File: src/rtl/u8d_pkg.sv
// Shared types and constants of the UTF-8 stream decoder.
package u8d_pkg;

  localparam int CP_W  = 31;
  localparam int LEN_W = 3;
  localparam int ST_W  = 2;

  // Result status codes
  localparam logic [ST_W-1:0] ST_OK      = 2'd0;
  localparam logic [ST_W-1:0] ST_ILLEGAL = 2'd1;
  localparam logic [ST_W-1:0] ST_TOOFEW  = 2'd2;

  // One classified byte as it travels from the front end to the back end
  typedef struct packed {
    logic [7:0]       data_byte;
    logic             eob;
    logic             is_ascii;
    logic             bad_lead;
    logic             is_cont;
    logic [LEN_W-1:0] lead_len;
    logic [4:0]       lead_bits;
  } tok_t;

endpackage

File: src/rtl/u8d_if.sv
// Channel interfaces of the UTF-8 stream decoder: byte input and code point output.
interface u8d_in_if;
  logic       valid;
  logic       ready;
  logic [7:0] data_byte;
  logic       end_of_buffer;

  modport source (output valid, output data_byte, output end_of_buffer, input ready);
  modport sink   (input valid, input data_byte, input end_of_buffer, output ready);
endinterface

interface u8d_out_if;
  logic        valid;
  logic        ready;
  logic [30:0] code_point;
  logic [2:0]  char_length;
  logic [1:0]  status;

  modport source (output valid, output code_point, output char_length, output status,
                  input ready);
  modport sink   (input valid, input code_point, input char_length, input status,
                  output ready);
endinterface

File: src/rtl/u8d_front.sv
// Front end: accepts input bytes and classifies each one for the back end.
module u8d_front
  import u8d_pkg::*;
(
  input  logic       rst_n,
  input  logic       in_valid,
  output logic       in_ready,
  input  logic [7:0] in_data_byte,
  input  logic       in_end_of_buffer,
  input  logic       q_full,
  output logic       q_push,
  output tok_t       q_tok
);

  // Accept while the queue has room and reset is released
  assign in_ready = rst_n && !q_full;
  assign q_push   = in_valid && in_ready;

  // Classify the byte both as a possible lead and as a possible continuation
  always_comb begin
    q_tok           = '0;
    q_tok.data_byte = in_data_byte;
    q_tok.eob       = in_end_of_buffer;
    q_tok.is_ascii  = !in_data_byte[7];
    q_tok.bad_lead  = (in_data_byte[7] && in_data_byte < 8'hC2) || in_data_byte >= 8'hFE;
    q_tok.is_cont   = in_data_byte[7:6] == 2'b10;
    priority if (in_data_byte < 8'hE0) begin
      q_tok.lead_len  = 3'd2;
      q_tok.lead_bits = in_data_byte[4:0];
    end else if (in_data_byte < 8'hF0) begin
      q_tok.lead_len  = 3'd3;
      q_tok.lead_bits = {1'b0, in_data_byte[3:0]};
    end else if (in_data_byte < 8'hF8) begin
      q_tok.lead_len  = 3'd4;
      q_tok.lead_bits = {2'b0, in_data_byte[2:0]};
    end else if (in_data_byte < 8'hFC) begin
      q_tok.lead_len  = 3'd5;
      q_tok.lead_bits = {3'b0, in_data_byte[1:0]};
    end else begin
      q_tok.lead_len  = 3'd6;
      q_tok.lead_bits = {4'b0, in_data_byte[0]};
    end
  end

endmodule

File: src/rtl/u8d_fifo.sv
// Short queue of classified bytes between the front end and the back end.
module u8d_fifo
  import u8d_pkg::*;
#(
  parameter int DEPTH = 2
) (
  input  logic clk,
  input  logic rst_n,
  input  logic push,
  input  tok_t push_tok,
  output logic full,
  input  logic pop,
  output logic pop_valid,
  output tok_t pop_tok
);

  localparam int IDX_W = (DEPTH > 1) ? $clog2(DEPTH) : 1;
  localparam int CNT_W = $clog2(DEPTH + 1);

  tok_t             mem_r [DEPTH];
  logic [IDX_W-1:0] wr_ptr_r, wr_ptr_nxt;
  logic [IDX_W-1:0] rd_ptr_r, rd_ptr_nxt;
  logic [CNT_W-1:0] count_r, count_nxt;

  assign full      = count_r == CNT_W'(DEPTH);
  assign pop_valid = count_r != '0;
  assign pop_tok   = mem_r[rd_ptr_r];

  // Advance pointers with wrap, track fill level
  always_comb begin
    wr_ptr_nxt = wr_ptr_r;
    rd_ptr_nxt = rd_ptr_r;
    count_nxt  = count_r;
    if (push) begin
      wr_ptr_nxt = (wr_ptr_r == IDX_W'(DEPTH - 1)) ? '0 : wr_ptr_r + 1'b1;
    end
    if (pop) begin
      rd_ptr_nxt = (rd_ptr_r == IDX_W'(DEPTH - 1)) ? '0 : rd_ptr_r + 1'b1;
    end
    if (push && !pop) begin
      count_nxt = count_r + 1'b1;
    end else if (pop && !push) begin
      count_nxt = count_r - 1'b1;
    end
  end

  always_ff @(posedge clk) begin
    if (!rst_n) begin
      wr_ptr_r <= '0;
      rd_ptr_r <= '0;
      count_r  <= '0;
    end else begin
      wr_ptr_r <= wr_ptr_nxt;
      rd_ptr_r <= rd_ptr_nxt;
      count_r  <= count_nxt;
    end
  end

  // Store the pushed entry
  always_ff @(posedge clk) begin
    if (push) begin
      mem_r[wr_ptr_r] <= push_tok;
    end
  end

endmodule

File: src/rtl/u8d_back.sv
// Back end: assembles sequences from classified bytes and holds the result register.
module u8d_back
  import u8d_pkg::*;
(
  input  logic             clk,
  input  logic             rst_n,
  input  logic             q_valid,
  input  tok_t             q_tok,
  output logic             q_pop,
  output logic             out_valid,
  input  logic             out_ready,
  output logic [CP_W-1:0]  out_code_point,
  output logic [LEN_W-1:0] out_char_length,
  output logic [ST_W-1:0]  out_status
);

  logic [LEN_W-1:0] exp_r, exp_nxt;
  logic [LEN_W-1:0] seen_r, seen_nxt;
  logic [CP_W-1:0]  acc_r, acc_nxt;
  logic [7:0]       lead_r, lead_nxt;
  logic [7:0]       second_r, second_nxt;
  logic             cok_r, cok_nxt;

  logic             out_valid_r;
  logic [CP_W-1:0]  cp_r;
  logic [LEN_W-1:0] len_r;
  logic [ST_W-1:0]  st_r;

  logic             emit;
  logic [CP_W-1:0]  res_cp;
  logic [LEN_W-1:0] res_len;
  logic [ST_W-1:0]  res_st;
  logic             overlong;

  // Take the next byte whenever the result register is free or being drained
  assign q_pop = q_valid && (!out_valid_r || out_ready);

  // Decode one byte against the current sequence state
  always_comb begin
    exp_nxt    = exp_r;
    seen_nxt   = seen_r;
    acc_nxt    = acc_r;
    lead_nxt   = lead_r;
    second_nxt = second_r;
    cok_nxt    = cok_r;
    emit       = 1'b0;
    res_cp     = '0;
    res_len    = '0;
    res_st     = ST_OK;
    overlong   = 1'b0;
    if (exp_r == '0) begin
      priority if (q_tok.is_ascii) begin
        emit    = 1'b1;
        res_cp  = CP_W'(q_tok.data_byte);
        res_len = 3'd1;
      end else if (q_tok.bad_lead) begin
        emit   = 1'b1;
        res_st = ST_ILLEGAL;
      end else if (q_tok.eob) begin
        emit   = 1'b1;
        res_st = ST_TOOFEW;
      end else begin
        exp_nxt    = q_tok.lead_len;
        seen_nxt   = 3'd1;
        lead_nxt   = q_tok.data_byte;
        second_nxt = '0;
        cok_nxt    = 1'b1;
        acc_nxt    = CP_W'(q_tok.lead_bits);
      end
    end else begin
      cok_nxt    = cok_r && q_tok.is_cont;
      second_nxt = (seen_r == 3'd1) ? q_tok.data_byte : second_r;
      acc_nxt    = {acc_r[CP_W-7:0], q_tok.data_byte[5:0]};
      seen_nxt   = seen_r + 3'd1;
      overlong   = (lead_r == 8'hE0 && second_nxt < 8'hA0) ||
                   (lead_r == 8'hF0 && second_nxt < 8'h90) ||
                   (lead_r == 8'hF8 && second_nxt < 8'h88) ||
                   (lead_r == 8'hFC && second_nxt < 8'h84);
      priority if (seen_nxt >= exp_r) begin
        emit    = 1'b1;
        exp_nxt = '0;
        if (cok_nxt && !overlong) begin
          res_cp  = acc_nxt;
          res_len = exp_r;
        end else begin
          res_st = ST_ILLEGAL;
        end
      end else if (q_tok.eob) begin
        emit    = 1'b1;
        exp_nxt = '0;
        res_st  = ST_TOOFEW;
      end else begin
        emit = 1'b0;
      end
    end
  end

  // Advance sequence state on each popped byte
  always_ff @(posedge clk) begin
    if (!rst_n) begin
      exp_r  <= '0;
      seen_r <= '0;
    end else if (q_pop) begin
      exp_r  <= exp_nxt;
      seen_r <= seen_nxt;
    end
  end

  always_ff @(posedge clk) begin
    if (q_pop) begin
      acc_r    <= acc_nxt;
      lead_r   <= lead_nxt;
      second_r <= second_nxt;
      cok_r    <= cok_nxt;
    end
  end

  // Load or drain the result register
  always_ff @(posedge clk) begin
    if (!rst_n) begin
      out_valid_r <= 1'b0;
    end else if (!out_valid_r || out_ready) begin
      out_valid_r <= q_pop && emit;
    end
  end

  always_ff @(posedge clk) begin
    if (q_pop && emit) begin
      cp_r  <= res_cp;
      len_r <= res_len;
      st_r  <= res_st;
    end
  end

  assign out_valid       = out_valid_r;
  assign out_code_point  = cp_r;
  assign out_char_length = len_r;
  assign out_status      = st_r;

endmodule

File: src/rtl/utf8_stream_decoder.sv
// Top level of the UTF-8 stream decoder (one to six byte sequences, 31-bit code points).
//
// Usage:
//   in_ch carries one byte per transaction together with an end-of-buffer flag.
//   out_ch carries one result per finished character: code point, length, status
//   (ok, illegal sequence, or too few bytes when the buffer ends mid-sequence).
//   ASCII bytes and bad lead bytes give a result on their own; a lead byte opens a
//   sequence that gives one result when its last continuation byte arrives.
// Path: an accepted byte is written into the queue, then decoded by the back end and
//   loaded into its result register, which drives out_ch.
// Throughput: one byte per cycle while out_ch is not stalled, as the back end steps its
//   sequence state on each popped byte; results per cycle are at most one.
// Reset: rst_n low empties the queue, clears the output valid and returns the
//   decoder to waiting for a lead byte; in_ch.ready is low during reset.
// Stall: when out_ch.ready is low the result holds in the output register and
//   bytes keep filling the queue of QUEUE_DEPTH entries; in_ch.ready drops once
//   it is full.
module utf8_stream_decoder
  import u8d_pkg::*;
#(
  parameter int QUEUE_DEPTH = 2
) (
  input  logic  clk,
  input  logic  rst_n,
  u8d_in_if.sink    in_ch,
  u8d_out_if.source out_ch
);

  logic q_full;
  logic q_push;
  tok_t q_push_tok;
  logic q_pop;
  logic q_valid;
  tok_t q_pop_tok;

  u8d_front u_front (
    .rst_n            (rst_n),
    .in_valid         (in_ch.valid),
    .in_ready         (in_ch.ready),
    .in_data_byte     (in_ch.data_byte),
    .in_end_of_buffer (in_ch.end_of_buffer),
    .q_full           (q_full),
    .q_push           (q_push),
    .q_tok            (q_push_tok)
  );

  u8d_fifo #(
    .DEPTH (QUEUE_DEPTH)
  ) u_fifo (
    .clk       (clk),
    .rst_n     (rst_n),
    .push      (q_push),
    .push_tok  (q_push_tok),
    .full      (q_full),
    .pop       (q_pop),
    .pop_valid (q_valid),
    .pop_tok   (q_pop_tok)
  );

  u8d_back u_back (
    .clk             (clk),
    .rst_n           (rst_n),
    .q_valid         (q_valid),
    .q_tok           (q_pop_tok),
    .q_pop           (q_pop),
    .out_valid       (out_ch.valid),
    .out_ready       (out_ch.ready),
    .out_code_point  (out_ch.code_point),
    .out_char_length (out_ch.char_length),
    .out_status      (out_ch.status)
  );

endmodule

File: src/flat_wrapper.sv
// flat-port wrapper written by rule: the top's interface ports become plain ports
module utf8_stream_decoder_flat import u8d_pkg::*;
#(
  parameter int QUEUE_DEPTH = 2
)
  (clk, rst_n, in_ch_valid, in_ch_data_byte, in_ch_end_of_buffer, in_ch_ready, out_ch_valid, out_ch_code_point, out_ch_char_length, out_ch_status, out_ch_ready);
  u8d_in_if in_ch_i ();
  u8d_out_if out_ch_i ();
  input  logic clk;
  input  logic rst_n;
  input wire logic [$bits(in_ch_i.valid)-1:0] in_ch_valid;
  input wire logic [$bits(in_ch_i.data_byte)-1:0] in_ch_data_byte;
  input wire logic [$bits(in_ch_i.end_of_buffer)-1:0] in_ch_end_of_buffer;
  output wire logic [$bits(in_ch_i.ready)-1:0] in_ch_ready;
  output wire logic [$bits(out_ch_i.valid)-1:0] out_ch_valid;
  output wire logic [$bits(out_ch_i.code_point)-1:0] out_ch_code_point;
  output wire logic [$bits(out_ch_i.char_length)-1:0] out_ch_char_length;
  output wire logic [$bits(out_ch_i.status)-1:0] out_ch_status;
  input wire logic [$bits(out_ch_i.ready)-1:0] out_ch_ready;
  assign in_ch_i.valid = in_ch_valid;
  assign in_ch_i.data_byte = in_ch_data_byte;
  assign in_ch_i.end_of_buffer = in_ch_end_of_buffer;
  assign in_ch_ready = in_ch_i.ready;
  assign out_ch_valid = out_ch_i.valid;
  assign out_ch_code_point = out_ch_i.code_point;
  assign out_ch_char_length = out_ch_i.char_length;
  assign out_ch_status = out_ch_i.status;
  assign out_ch_i.ready = out_ch_ready;
  utf8_stream_decoder #(.QUEUE_DEPTH(QUEUE_DEPTH)) u_core (.clk(clk), .rst_n(rst_n), .in_ch(in_ch_i), .out_ch(out_ch_i));
endmodule
File: config.mk
export PLATFORM = sky130hd
export DESIGN_NAME = utf8_stream_decoder_flat
export DESIGN_NICKNAME = d
export VERILOG_FILES = /design/src/rtl/u8d_pkg.sv /design/src/rtl/u8d_if.sv /design/src/rtl/u8d_front.sv /design/src/rtl/u8d_fifo.sv /design/src/rtl/u8d_back.sv /design/src/rtl/utf8_stream_decoder.sv /design/src/flat_wrapper.sv
export SDC_FILE = /design/constraint.sdc
export NUM_CORES = 1
export LEC_CHECK = 0
export BUFFER_PORTS_ARGS = -buffer_cell sky130_fd_sc_hd__buf_2
export CAP_MARGIN = 40
export CORE_UTILIZATION = 63
export CTS_CLUSTER_DIAMETER = 60
export DETAILED_ROUTE_END_ITERATION = 6
export PLACE_DENSITY_LB_ADDON = 0.1
export SLEW_MARGIN = 20
export SYNTH_ARGS = -nofsm -noshare
export SYNTH_HDL_FRONTEND = slang
export SYNTH_SLANG_ARGS = --single-unit
export TNS_END_PERCENT = 100
File: constraint.sdc
create_clock -name clk -period 8.2 [get_ports clk]
set_input_delay 2.05 -clock clk [delete_from_list [all_inputs] [get_ports clk]]
set_output_delay 2.05 -clock clk [all_outputs]
set_load 0.02 [all_outputs]
# --- Word level (Yosys, flattened, before mapping) ---
# Memories as Yosys holds them, arrays and structs flattened. A register that Yosys moved wholly into a read port is not among the register bits.
# Index checks and enable logic that the tools add are counted.
word_totals:
  ff_bits: 89
  latchBits: 0
  ramBits: 40
  rom_bits: 0
  input_bits: 13
  output_inout_bits: 38
  elab_cells: 128
  memories: 1
memory_table:
  columns: ["memory", "words", "width", "rd", "rd_ports_with_merged_regs", "write_ports", "line", "rtl"]
  rows:
  - ["u_core.u_fifo.mem_r", 2, 20, 1, 1, 1, "u8d_fifo.sv:20", "tok_t mem_r [DEPTH];"]
op_classes:
  addsub: 5
  multipliers: 0
  n_div: 0
  magnitude_cmp: 11
  n_eq_ne: 10
  shifts: 0
  mux: 54
  bitwise_logic: 3
  reduce_logical: 31
ops:
  columns: ["cell", "n"]
  rows:
  - ["$mux 25", 4]
  - ["$mux 31", 3]
  - ["$lt 8x8->1 const B", 9]
  - ["$mux 8", 8]
  - ["$mux 3", 13]
  - ["$eq 8x8->1 const B", 4]
  - ["$mux 1", 17]
  - ["$mux 2", 7]
  - ["$mux 7", 2]
  - ["$logic_and 1x1->1", 13]
  - ["$reduce_and 5->1", 2]
  - ["$ge 8x8->1 const B", 1]
  - ["$logic_not 1->1", 6]
  - ["$ne 2x2->1 const B", 3]
  - ["$logic_or 1x1->1", 5]
  - ["$eq 2x2->1 const B", 2]
  - ["$reduce_and 4->1", 1]
  - ["$reduce_bool 2->1", 2]
  - ["$add 3x1->3 const B", 1]
  - ["$eq 3x1->1 const B", 1]
  - ["$ge 3x3->1", 1]
  - ["$logic_not 3->1", 1]
  - ["$not 1->1", 3]
  - ["$reduce_bool 3->1", 1]
  - ["other kinds (3)", 4]

# --- Longest topological paths before layout ---
# Gate-level depths: netlist of run 1.
logic_depth:
  ltp_word: 12
  mapped_depth: 10
  ltp_nobuf: 10

# --- Cells and area by module ---
# A second synthesis of run 1 with hierarchy kept.
hier_totals:
  cells_unflattened: 362
  area_unflattened_um2: 5316.3
by_module_without_submodules:
  columns: ["module", "instances", "cells_per_inst", "area_each_um2", "seq_area_each_um2"]
  rows:
  - ["u8d_back", 1, 249, 3473.3, 2422.3]
  - ["u8d_fifo", 1, 84, 1657.8, 1301.2]
  - ["u8d_front", 1, 29, 185.2, 0.0]

# --- Worst setup path before layout of run 1 ---
# Ideal clock, no wire load.
synth_path:
  path_kind: "input to output"
  startpoint: "in rst_n"
  endpoint: "out in_ch_ready"
  arrival_time_ns: 2.644
  t_required_ns: 6.150
  slack_ns: 3.506
  cell_stages: 1
  n_path_buf: 0
  path_cell_list: "a21boi_0"
synth_via:
  elab_chain_len: 1
synth_rtl:
  columns: ["element", "line", "rtl"]
  rows:
  - ["from (decl)", "flat_wrapper.sv:10", "input logic rst_n;"]
  - ["$logic_and 1x1->1", "u8d_front.sv:16", "assign in_ready = rst_n && !q_full;"]
  - ["to (decl)", "flat_wrapper.sv:14", "output wire logic [$bits(in_ch_i.ready)-1:0] in_ch_ready;"]
# Every way passes these cells.

# --- Final worst setup path of run 1 ---
# Same ends and word-level chain as after synthesis.

==> flow_results.xml, run 1 <==
<?xml version="1.0" encoding="UTF-8"?>
<metrics>
  <group name="cells_and_area">
    <metric name="multi_input_area" unit="µm²">1310</metric>
    <metric name="insertedDiodeCount" unit="">0</metric>
    <metric name="layout.cells.most_common" unit="">sky130_fd_sc_hd__edfxtp_1</metric>
    <metric name="drive_above_1_share" unit="">0.263</metric>
    <metric name="most-common-layout-cells" unit="">114 x sky130_fd_sc_hd__edfxtp_1, 52 x sky130_fd_sc_hd__and2_1, 51 x sky130_fd_sc_hd__buf_2</metric>
    <metric name="nNetsFinal" unit="">418</metric>
    <metric name="filler_cell_count" unit="">433</metric>
    <metric name="layout-area-overhead-vs-synth" unit="%">20.2</metric>
    <metric name="seqCellArea" unit="µm²">3660</metric>
  </group>
  <group name="floorplan">
    <metric name="dieHeight" unit="µm">91.8</metric>
    <metric name="placement_rows" unit="">32</metric>
    <metric name="core_area" unit="µm²">7770</metric>
    <metric name="die-width" unit="µm">91.8</metric>
    <metric name="design.die.area" unit="µm²">8420</metric>
    <metric name="starting_density_of_the_core" unit="">0.653</metric>
    <metric name="pin_count" unit="">51</metric>
  </group>
  <group name="worst_setup_path">
    <metric name="start_kind" unit="">input pin</metric>
    <metric name="setup.worst_path.start" unit="">rst_n</metric>
    <metric name="path_max_fanout" unit="">13</metric>
    <metric name="r2r.worst_path.cells" unit="">8</metric>
    <metric name="worstSetupEndpointType" unit="">output pin</metric>
    <metric name="timing.rr.start" unit="">u_core.u_back.seen_r[0]$_SDFFE_PN0P_</metric>
    <metric name="critPathRequiredTime" unit="ns">6.15</metric>
    <metric name="crit_arrival" unit="ns">2.75</metric>
    <metric name="worst_setup_path_endpoint" unit="">in_ch_ready</metric>
    <metric name="rr_endpoint" unit="">u_core.u_back.out_code_point[15]$_SDFFCE_PP0P_</metric>
    <metric name="timing_worst_setup_path_type" unit="">input pin to output pin</metric>
    <metric name="worst-r2r-setup-slack" unit="ns">5.13</metric>
  </group>
  <group name="logic_synthesis">
    <metric name="synth-edff-count" unit="">114</metric>
    <metric name="synth-main-ff-cell" unit="">sky130_fd_sc_hd__edfxtp_1</metric>
    <metric name="yosys.area.top_type" unit="">sky130_fd_sc_hd__edfxtp_1</metric>
    <metric name="synth_top_cell_area_share" unit="">0.675</metric>
    <metric name="postSynthAreaPerCell" unit="µm²">15.2</metric>
    <metric name="syn-num-nets" unit="">352</metric>
    <metric name="ys_warn_count" unit="">0</metric>
    <metric name="async_flop_share" unit="">0</metric>
    <metric name="ys_ff_latch" unit="">126</metric>
    <metric name="netlist-cell-type-count" unit="">43</metric>
    <metric name="sequential_cell_area_fraction_in_the_yosys_report" unit="">0.722</metric>
    <metric name="syn_area" unit="µm²">5070</metric>
    <metric name="post_synth_main_area_contributors" unit="">sky130_fd_sc_hd__edfxtp_1 67%, sky130_fd_sc_hd__and2_1 6.4%, sky130_fd_sc_hd__dfxtp_1 4.7%</metric>
    <metric name="synthCells" unit="">333</metric>
  </group>
  <group name="global_routing">
    <metric name="antenna_found_initial" unit="">0</metric>
    <metric name="via_count_of_the_first_global_routing_pass" unit="">2741</metric>
    <metric name="globalRouteOverflowTotal" unit="">0</metric>
    <metric name="maximum_number_of_pins_on_one_net_before_global_route_repair" unit="">33</metric>
    <metric name="grt_usage" unit="">0.215</metric>
    <metric name="global_route_wire_length_before_repair" unit="µm">13300</metric>
  </group>
  <group name="timing">
    <metric name="maxClockFrequency" unit="MHz">208</metric>
    <metric name="timing.slew.headroom" unit="">0.465</metric>
    <metric name="timing.setup.tns" unit="ns">0</metric>
    <metric name="setup_viol_count_final" unit="">0</metric>
    <metric name="layout_worst_path_cycle_share" unit="">0.586</metric>
    <metric name="final.setup_skew" unit="ns">0.0109</metric>
    <metric name="final-hold-violation-count" unit="">0</metric>
    <metric name="rsz0062_at_grt" unit="">false</metric>
    <metric name="finalCriticalPeriod" unit="ns">4.80</metric>
    <metric name="max_slew.worst_pin.slew" unit="ns">0.801</metric>
    <metric name="slew_violations" unit="">0</metric>
  </group>
  <group name="clock_network">
    <metric name="clock_tree.buffer_depth" unit="">2</metric>
    <metric name="root_buffer" unit="">sky130_fd_sc_hd__clkbuf_8</metric>
    <metric name="tritoncts" unit="">yes</metric>
    <metric name="post-cts-setup-buffers" unit="">0</metric>
    <metric name="cts.repair.resized" unit="">0</metric>
    <metric name="cts.sinks" unit="">126</metric>
    <metric name="clock_insertion_delay_worst_skew" unit="ns">0.51</metric>
    <metric name="clock_tree.htree_level_count" unit="">4</metric>
    <metric name="clk_transition_reported_paths" unit="ns">0.06</metric>
    <metric name="cts-hold-fix-buffers" unit="">0</metric>
    <metric name="total_clock_buffers_created_by_cts" unit="">17</metric>
  </group>
  <group name="run">
    <metric name="maxCapViolCount" unit="">0</metric>
  </group>
  <group name="routing">
    <metric name="initialDrtViolationCount" unit="">149</metric>
    <metric name="finalWirelength" unit="µm">8270</metric>
    <metric name="detail_route.vias_per_cell" unit="">5.35</metric>
    <metric name="route.detailed.wl_per_inst" unit="µm">16.1</metric>
    <metric name="drt_drc_violations_left" unit="">0</metric>
    <metric name="ant_nets" unit="">0</metric>
    <metric name="drtPass1Iterations" unit="">4</metric>
    <metric name="via_count" unit="">2746</metric>
  </group>
  <group name="power">
    <metric name="peakVddDrop" unit="mV">0.229</metric>
    <metric name="power-per-cell-area" unit="nW/µm²">355</metric>
    <metric name="report.power.total" unit="mW">2.16</metric>
    <metric name="cellLeakagePower" unit="nW">2.28</metric>
  </group>
  <group name="hold_path">
    <metric name="min_path_type" unit="">flip-flop to flip-flop</metric>
    <metric name="worst_hold_startpoint" unit="">u_core.u_back.acc_r[20]$_SDFFCE_PP0P_</metric>
  </group>
  <group name="placement">
    <metric name="hpwlAfterDp" unit="µm">5040</metric>
    <metric name="io_buffer_count" unit="">50</metric>
    <metric name="place.gp.congestion" unit="">0.815</metric>
  </group>
  <group name="run_status">
    <metric name="outcome" unit="">complete, no violations</metric>
  </group>
</metrics>
## worst min path at each step
| stage | to | slack [ns] | depth (start not counted) |
|---|---|---|---|
| 2_1_floorplan | u_core.u_back.seen_r[2]$_SDFFE_PN0P_ | 0.47 | 2 |
| 3_3_place_gp | u_core.u_back.seen_r[2]$_SDFFE_PN0P_ | 0.50 | 2 |
| 3_5_place_dp | u_core.u_back.out_code_point[29]$_SDFFCE_PP0P_ | 0.51 | 1 |
| 4_1_cts | u_core.u_back.out_code_point[30]$_SDFFCE_PP0P_ | 0.53 | 1 |
| 5_1_grt | u_core.u_back.out_code_point[30]$_SDFFCE_PP0P_ | 0.54 | 1 |
| 6_report | u_core.u_back.out_code_point[26]$_SDFFCE_PP0P_ | 0.52 | 1 |
## per-stage QoR
| step | worst slack [ns] | util | std cells | instance area (µm²) | hold slack (ns) |
|---|---|---|---|---|---|
| CTS | 3.40 | 0.783 | 511 | 6080 | 0.525 |
| detailed placement | 3.39 | 0.704 | 480 | 5470 | 0.507 |
| global route | 3.27 | 0.785 | 513 | 6100 | 0.538 |
| global placement | 3.43 | 0.697 | 477 | 5420 | 0.495 |
| floorplan | 3.51 | - | 333 | 5070 | 0.473 |
| finish | 3.40 | 0.785 | 513 | 6100 | 0.521 |
## sequential cells by signal, summed over array words and instances (netlist names), named ones only
| name | count |
|---|---|
| u_core.u_back.acc_r | 25 |
| u_core.u_back.cok_r | 1 |
| u_core.u_back.exp_r | 3 |
| u_core.u_back.lead_r | 8 |
| u_core.u_back.out_char_length | 3 |
| u_core.u_back.out_code_point | 31 |
| u_core.u_back.out_status | 2 |
| u_core.u_back.out_valid | 1 |
| u_core.u_back.second_r | 6 |
| u_core.u_back.seen_r | 3 |
| u_core.u_fifo.count_r | 2 |
| u_core.u_fifo.mem_r | 38 |
| u_core.u_fifo.rd_ptr_r | 1 |
| u_core.u_fifo.wr_ptr_r | 1 |
## cells in the mapped netlist, drive strengths merged, types with 7 or more instances
library cell    n
o21a            8
mux2           13
o21ai           8
inv             8
a21oi          11
dfxtp          12
edfxtp        114
and2           52
nor2b          10
mux2i          10
nand2          11
nor2           16
buf             7
## report_power, final
group	switching [mW]	internal, mW
combinational	0.312	0.183
sequential	0.0460	0.866
clock	0.266	0.491
total	0.624	1.54
## metal layers
metal	track usage	part of all wire	routed length, µm	vias to the layer above
li1	-	-	-	1354
met1	0.259	0.44	3640	1328
met2	0.367	0.52	4280	59
met3	0.0556	0.033	276	5
met4	0.0964	0.0079	65	0
met5	0	0	0	-
## critical path, cell delays in order
cell and delay [ns]:
sky130_fd_sc_hd__buf_2 0.19, sky130_fd_sc_hd__a21boi_0 0.29, sky130_fd_sc_hd__buf_2 0.22
## kinds of logic after synthesis
kind of cell,Yosys count,synth area share
flops,126,0.722
simple gates,108,0.120
compound gates,46,0.0634
mux,23,0.0508
buf+inv,20,0.0227
fa+ha+maj,6,0.0148
xor+xnor,4,0.00690
## layout make-up
| cell class | count | area share |
|---|---|---|
| flip-flops and latches | 126 | 0.601 |
| clock inverters | 14 | 0.0320 |
| clock buffers | 17 | 0.0679 |
| well taps | 102 | 0.0209 |
| inverters | 8 | 0.00492 |
| repair buffers | 59 | 0.0581 |
| multi-input cells | 187 | 0.215 |
Note: power is estimated with default switching activity, not from simulation.
==> run 2: changes to the inputs <==
--- a/config.mk
+++ b/config.mk
@@ -7,7 +7,7 @@
 export LEC_CHECK = 0
 export BUFFER_PORTS_ARGS = -buffer_cell sky130_fd_sc_hd__buf_2
 export CAP_MARGIN = 40
-export CORE_UTILIZATION = 63
+export CORE_UTILIZATION = 58
 export CTS_CLUSTER_DIAMETER = 60
 export DETAILED_ROUTE_END_ITERATION = 6
 export PLACE_DENSITY_LB_ADDON = 0.1
==> constraint.sdc (replaced) <==
create_clock -name clk -period 4.9 [get_ports clk]
set_input_delay 1.225 -clock clk [delete_from_list [all_inputs] [get_ports clk]]
set_output_delay 1.225 -clock clk [all_outputs]
set_load 0.02 [all_outputs]
==> run 2 against run 1 <==
  * Sequential cell count is the same
  * Register-to-register slack lost 3.3 ns
  * Utilization is 5.7 points lower
  * Clock skew shrank 0.0038 ns
  * Routed wire length shrank 0.63%
  * Combinational power up 73%
  * Worst setup slack worse by 1.7 ns
  * Hold slack worse by 0.0067 ns
  * Clock-buffer cell count is 1 higher
  * Largest cell class unchanged
==> flow_results.xml, run 2 (synthesized netlist as in run 1, its figures left out) <==
<?xml version="1.0" encoding="UTF-8"?>
<metrics>
  <group name="clock_network">
    <metric name="post-cts-setup-buffers" unit="">0</metric>
    <metric name="cts-hold-fix-buffers" unit="">0</metric>
    <metric name="cts.sinks" unit="">126</metric>
    <metric name="cts.repair.resized" unit="">0</metric>
    <metric name="root_buffer" unit="">sky130_fd_sc_hd__clkbuf_8</metric>
    <metric name="clock_tree.htree_level_count" unit="">4</metric>
    <metric name="tritoncts" unit="">yes</metric>
    <metric name="clock_tree.buffer_depth" unit="">2</metric>
    <metric name="clk_transition_reported_paths" unit="ns">0.06</metric>
    <metric name="total_clock_buffers_created_by_cts" unit="">17</metric>
    <metric name="clock_insertion_delay_worst_skew" unit="ns">0.51</metric>
  </group>
  <group name="worst_setup_path">
    <metric name="timing.rr.start" unit="">u_core.u_back.seen_r[0]$_SDFFE_PN0P_</metric>
    <metric name="start_kind" unit="">input pin</metric>
    <metric name="crit_arrival" unit="ns">1.96</metric>
    <metric name="worst-r2r-setup-slack" unit="ns">1.82</metric>
    <metric name="critPathRequiredTime" unit="ns">3.67</metric>
    <metric name="timing_worst_setup_path_type" unit="">input pin to output pin</metric>
    <metric name="path_max_fanout" unit="">13</metric>
    <metric name="r2r.worst_path.cells" unit="">8</metric>
    <metric name="rr_endpoint" unit="">u_core.u_back.out_code_point[17]$_SDFFCE_PP0P_</metric>
    <metric name="worstSetupEndpointType" unit="">output pin</metric>
  </group>
  <group name="global_routing">
    <metric name="use_met3" unit="">0.0606</metric>
    <metric name="grt_usage" unit="">0.205</metric>
    <metric name="antenna_found_initial" unit="">0</metric>
    <metric name="global_route_wire_length_before_repair" unit="µm">13400</metric>
    <metric name="via_count_of_the_first_global_routing_pass" unit="">2724</metric>
    <metric name="globalRoute.busiestLayer" unit="">met2</metric>
    <metric name="globalRouteOverflowTotal" unit="">0</metric>
    <metric name="gr-usage-met1" unit="">0.252</metric>
    <metric name="maximum_number_of_pins_on_one_net_before_global_route_repair" unit="">28</metric>
    <metric name="global_route.usage.met2" unit="">0.340</metric>
  </group>
  <group name="timing">
    <metric name="slew_violations" unit="">0</metric>
    <metric name="max_slew.worst_pin.slew" unit="ns">0.783</metric>
    <metric name="setup_slack" unit="ns">1.71</metric>
    <metric name="rsz0062_at_grt" unit="">false</metric>
    <metric name="timing.slew.headroom" unit="">0.477</metric>
    <metric name="final-hold-violation-count" unit="">0</metric>
    <metric name="maxClockFrequency" unit="MHz">314</metric>
    <metric name="layout_worst_path_cycle_share" unit="">0.650</metric>
    <metric name="setup_viol_count_final" unit="">0</metric>
    <metric name="timing.setup.tns" unit="ns">0</metric>
    <metric name="final.setup_skew" unit="ns">0.00707</metric>
    <metric name="finalCriticalPeriod" unit="ns">3.19</metric>
  </group>
  <group name="cells_and_area">
    <metric name="regMostFlops" unit="">u_core.u_fifo.mem_r</metric>
    <metric name="largest_reg_flops" unit="">38</metric>
    <metric name="layout.cells.most_common" unit="">sky130_fd_sc_hd__edfxtp_1</metric>
    <metric name="most-common-layout-cells" unit="">114 x sky130_fd_sc_hd__edfxtp_1, 52 x sky130_fd_sc_hd__and2_1, 50 x sky130_fd_sc_hd__buf_2</metric>
    <metric name="insertedDiodeCount" unit="">0</metric>
    <metric name="nNetsFinal" unit="">420</metric>
    <metric name="drive_above_1_share" unit="">0.261</metric>
    <metric name="layout-area-overhead-vs-synth" unit="%">19.7</metric>
    <metric name="final_cell_count_no_fill" unit="">519</metric>
  </group>
  <group name="hold_path">
    <metric name="min_path_type" unit="">flip-flop to flip-flop</metric>
    <metric name="whs_endpoint" unit="">u_core.u_back.out_code_point[29]$_SDFFCE_PP0P_</metric>
    <metric name="worst_hold_startpoint" unit="">u_core.u_back.acc_r[23]$_SDFFCE_PP0P_</metric>
    <metric name="hold-path-cell-count" unit="">1</metric>
  </group>
  <group name="floorplan">
    <metric name="dieHeight" unit="µm">95.5</metric>
    <metric name="die-width" unit="µm">95.5</metric>
    <metric name="design.die.area" unit="µm²">9130</metric>
    <metric name="starting_density_of_the_core" unit="">0.608</metric>
    <metric name="core_area" unit="µm²">8340</metric>
    <metric name="placement_rows" unit="">33</metric>
    <metric name="pin_count" unit="">51</metric>
  </group>
  <group name="power">
    <metric name="peakVddDrop" unit="mV">0.358</metric>
    <metric name="internal_portion_of_total_power" unit="mW">2.48</metric>
    <metric name="swShare" unit="">0.296</metric>
    <metric name="cellLeakagePower" unit="nW">2.27</metric>
    <metric name="sw_power" unit="mW">1.05</metric>
    <metric name="share_seq_of_total_power" unit="">0.427</metric>
    <metric name="share_clk_of_total_power" unit="">0.330</metric>
    <metric name="comb_power_share" unit="">0.243</metric>
    <metric name="power-per-cell-area" unit="nW/µm²">581</metric>
  </group>
  <group name="routing">
    <metric name="route.detailed.wl_per_inst" unit="µm">15.8</metric>
    <metric name="initialDrtViolationCount" unit="">123</metric>
    <metric name="drtPass1Iterations" unit="">4</metric>
    <metric name="detail_route.vias_per_cell" unit="">5.35</metric>
    <metric name="drt_drc_violations_left" unit="">0</metric>
    <metric name="finalWirelength" unit="µm">8210</metric>
    <metric name="ant_nets" unit="">0</metric>
    <metric name="via_count" unit="">2779</metric>
  </group>
  <group name="placement">
    <metric name="dp_worst_setup_slack" unit="ns">1.68</metric>
    <metric name="hpwlAfterDp" unit="µm">5360</metric>
    <metric name="io_buffer_count" unit="">50</metric>
    <metric name="dp.cells" unit="">484</metric>
    <metric name="place.gp.congestion" unit="">0.781</metric>
  </group>
  <group name="run">
    <metric name="maxCapViolCount" unit="">0</metric>
  </group>
  <group name="run_status">
    <metric name="outcome" unit="">complete, no violations</metric>
  </group>
</metrics>
-- run 2: critical path, stage by stage --
cell and delay [ns]:
sky130_fd_sc_hd__buf_2 0.21, sky130_fd_sc_hd__a21boi_0 0.30, sky130_fd_sc_hd__buf_2 0.22
-- run 2: worst max-delay path by stage --
stage	endpoint	slack [ns]	start	depth (start not counted)
floorplan	u_core.u_back.out_char_length[0]$_DFFE_PP_	1.07	u_core.u_back.seen_r[0]$_SDFFE_PN0P_	8
global placement	u_core.u_back.acc_r[20]$_SDFFCE_PP0P_	1.70	out_ch_ready	5
detailed placement	u_core.u_back.acc_r[14]$_SDFFCE_PP0P_	1.68	out_ch_ready	5
CTS	in_ch_ready	1.71	rst_n	3
global route	u_core.u_back.out_code_point[19]$_SDFFCE_PP0P_	1.61	u_core.u_back.seen_r[0]$_SDFFE_PN0P_	8
finish	in_ch_ready	1.71	rst_n	3
-- run 2: metal layers --
| metal | share of wire | wire length [µm] | up-vias |
|---|---|---|---|
| li1 | - | - | 1358 |
| met3 | 0.039 | 323 | 11 |
| met4 | 0.014 | 118 | 0 |
| met1 | 0.44 | 3640 | 1346 |
| met5 | 0 | 0 | - |
| met2 | 0.50 | 4130 | 64 |
-- run 2: final cells by class --
class,count,area [µm²]
multi-input cells,187,1310
clock buffers,18,418
fillers,539,2260
repair buffers,61,375
clock inverters,14,144
flip-flops and latches,126,3660
well taps,105,131
inverters,8,30.0
-- run 2: power by group through the flow --
stage               sequential [mW]  clock [mW]  combinational, mW
detailed placement             1.53           0              0.845
global route                   1.53        1.23              0.934
global placement               1.53           0              0.789
CTS                            1.51        1.18              0.851
finish                         1.51        1.17              0.858
floorplan                      1.69           0              0.414
-- run 2: stage by stage --
step / utilization / hold slack [ns] / power, mW / cell area (µm²)
detailed placement: 0.657 / 0.506 / 2.37 / 5480
CTS: 0.724 / 0.516 / 3.54 / 6040
global placement: 0.651 / 0.495 / 2.32 / 5430
floorplan: - / 0.473 / 2.10 / 5070
finish: 0.728 / 0.514 / 3.53 / 6080
global route: 0.728 / 0.532 / 3.69 / 6080
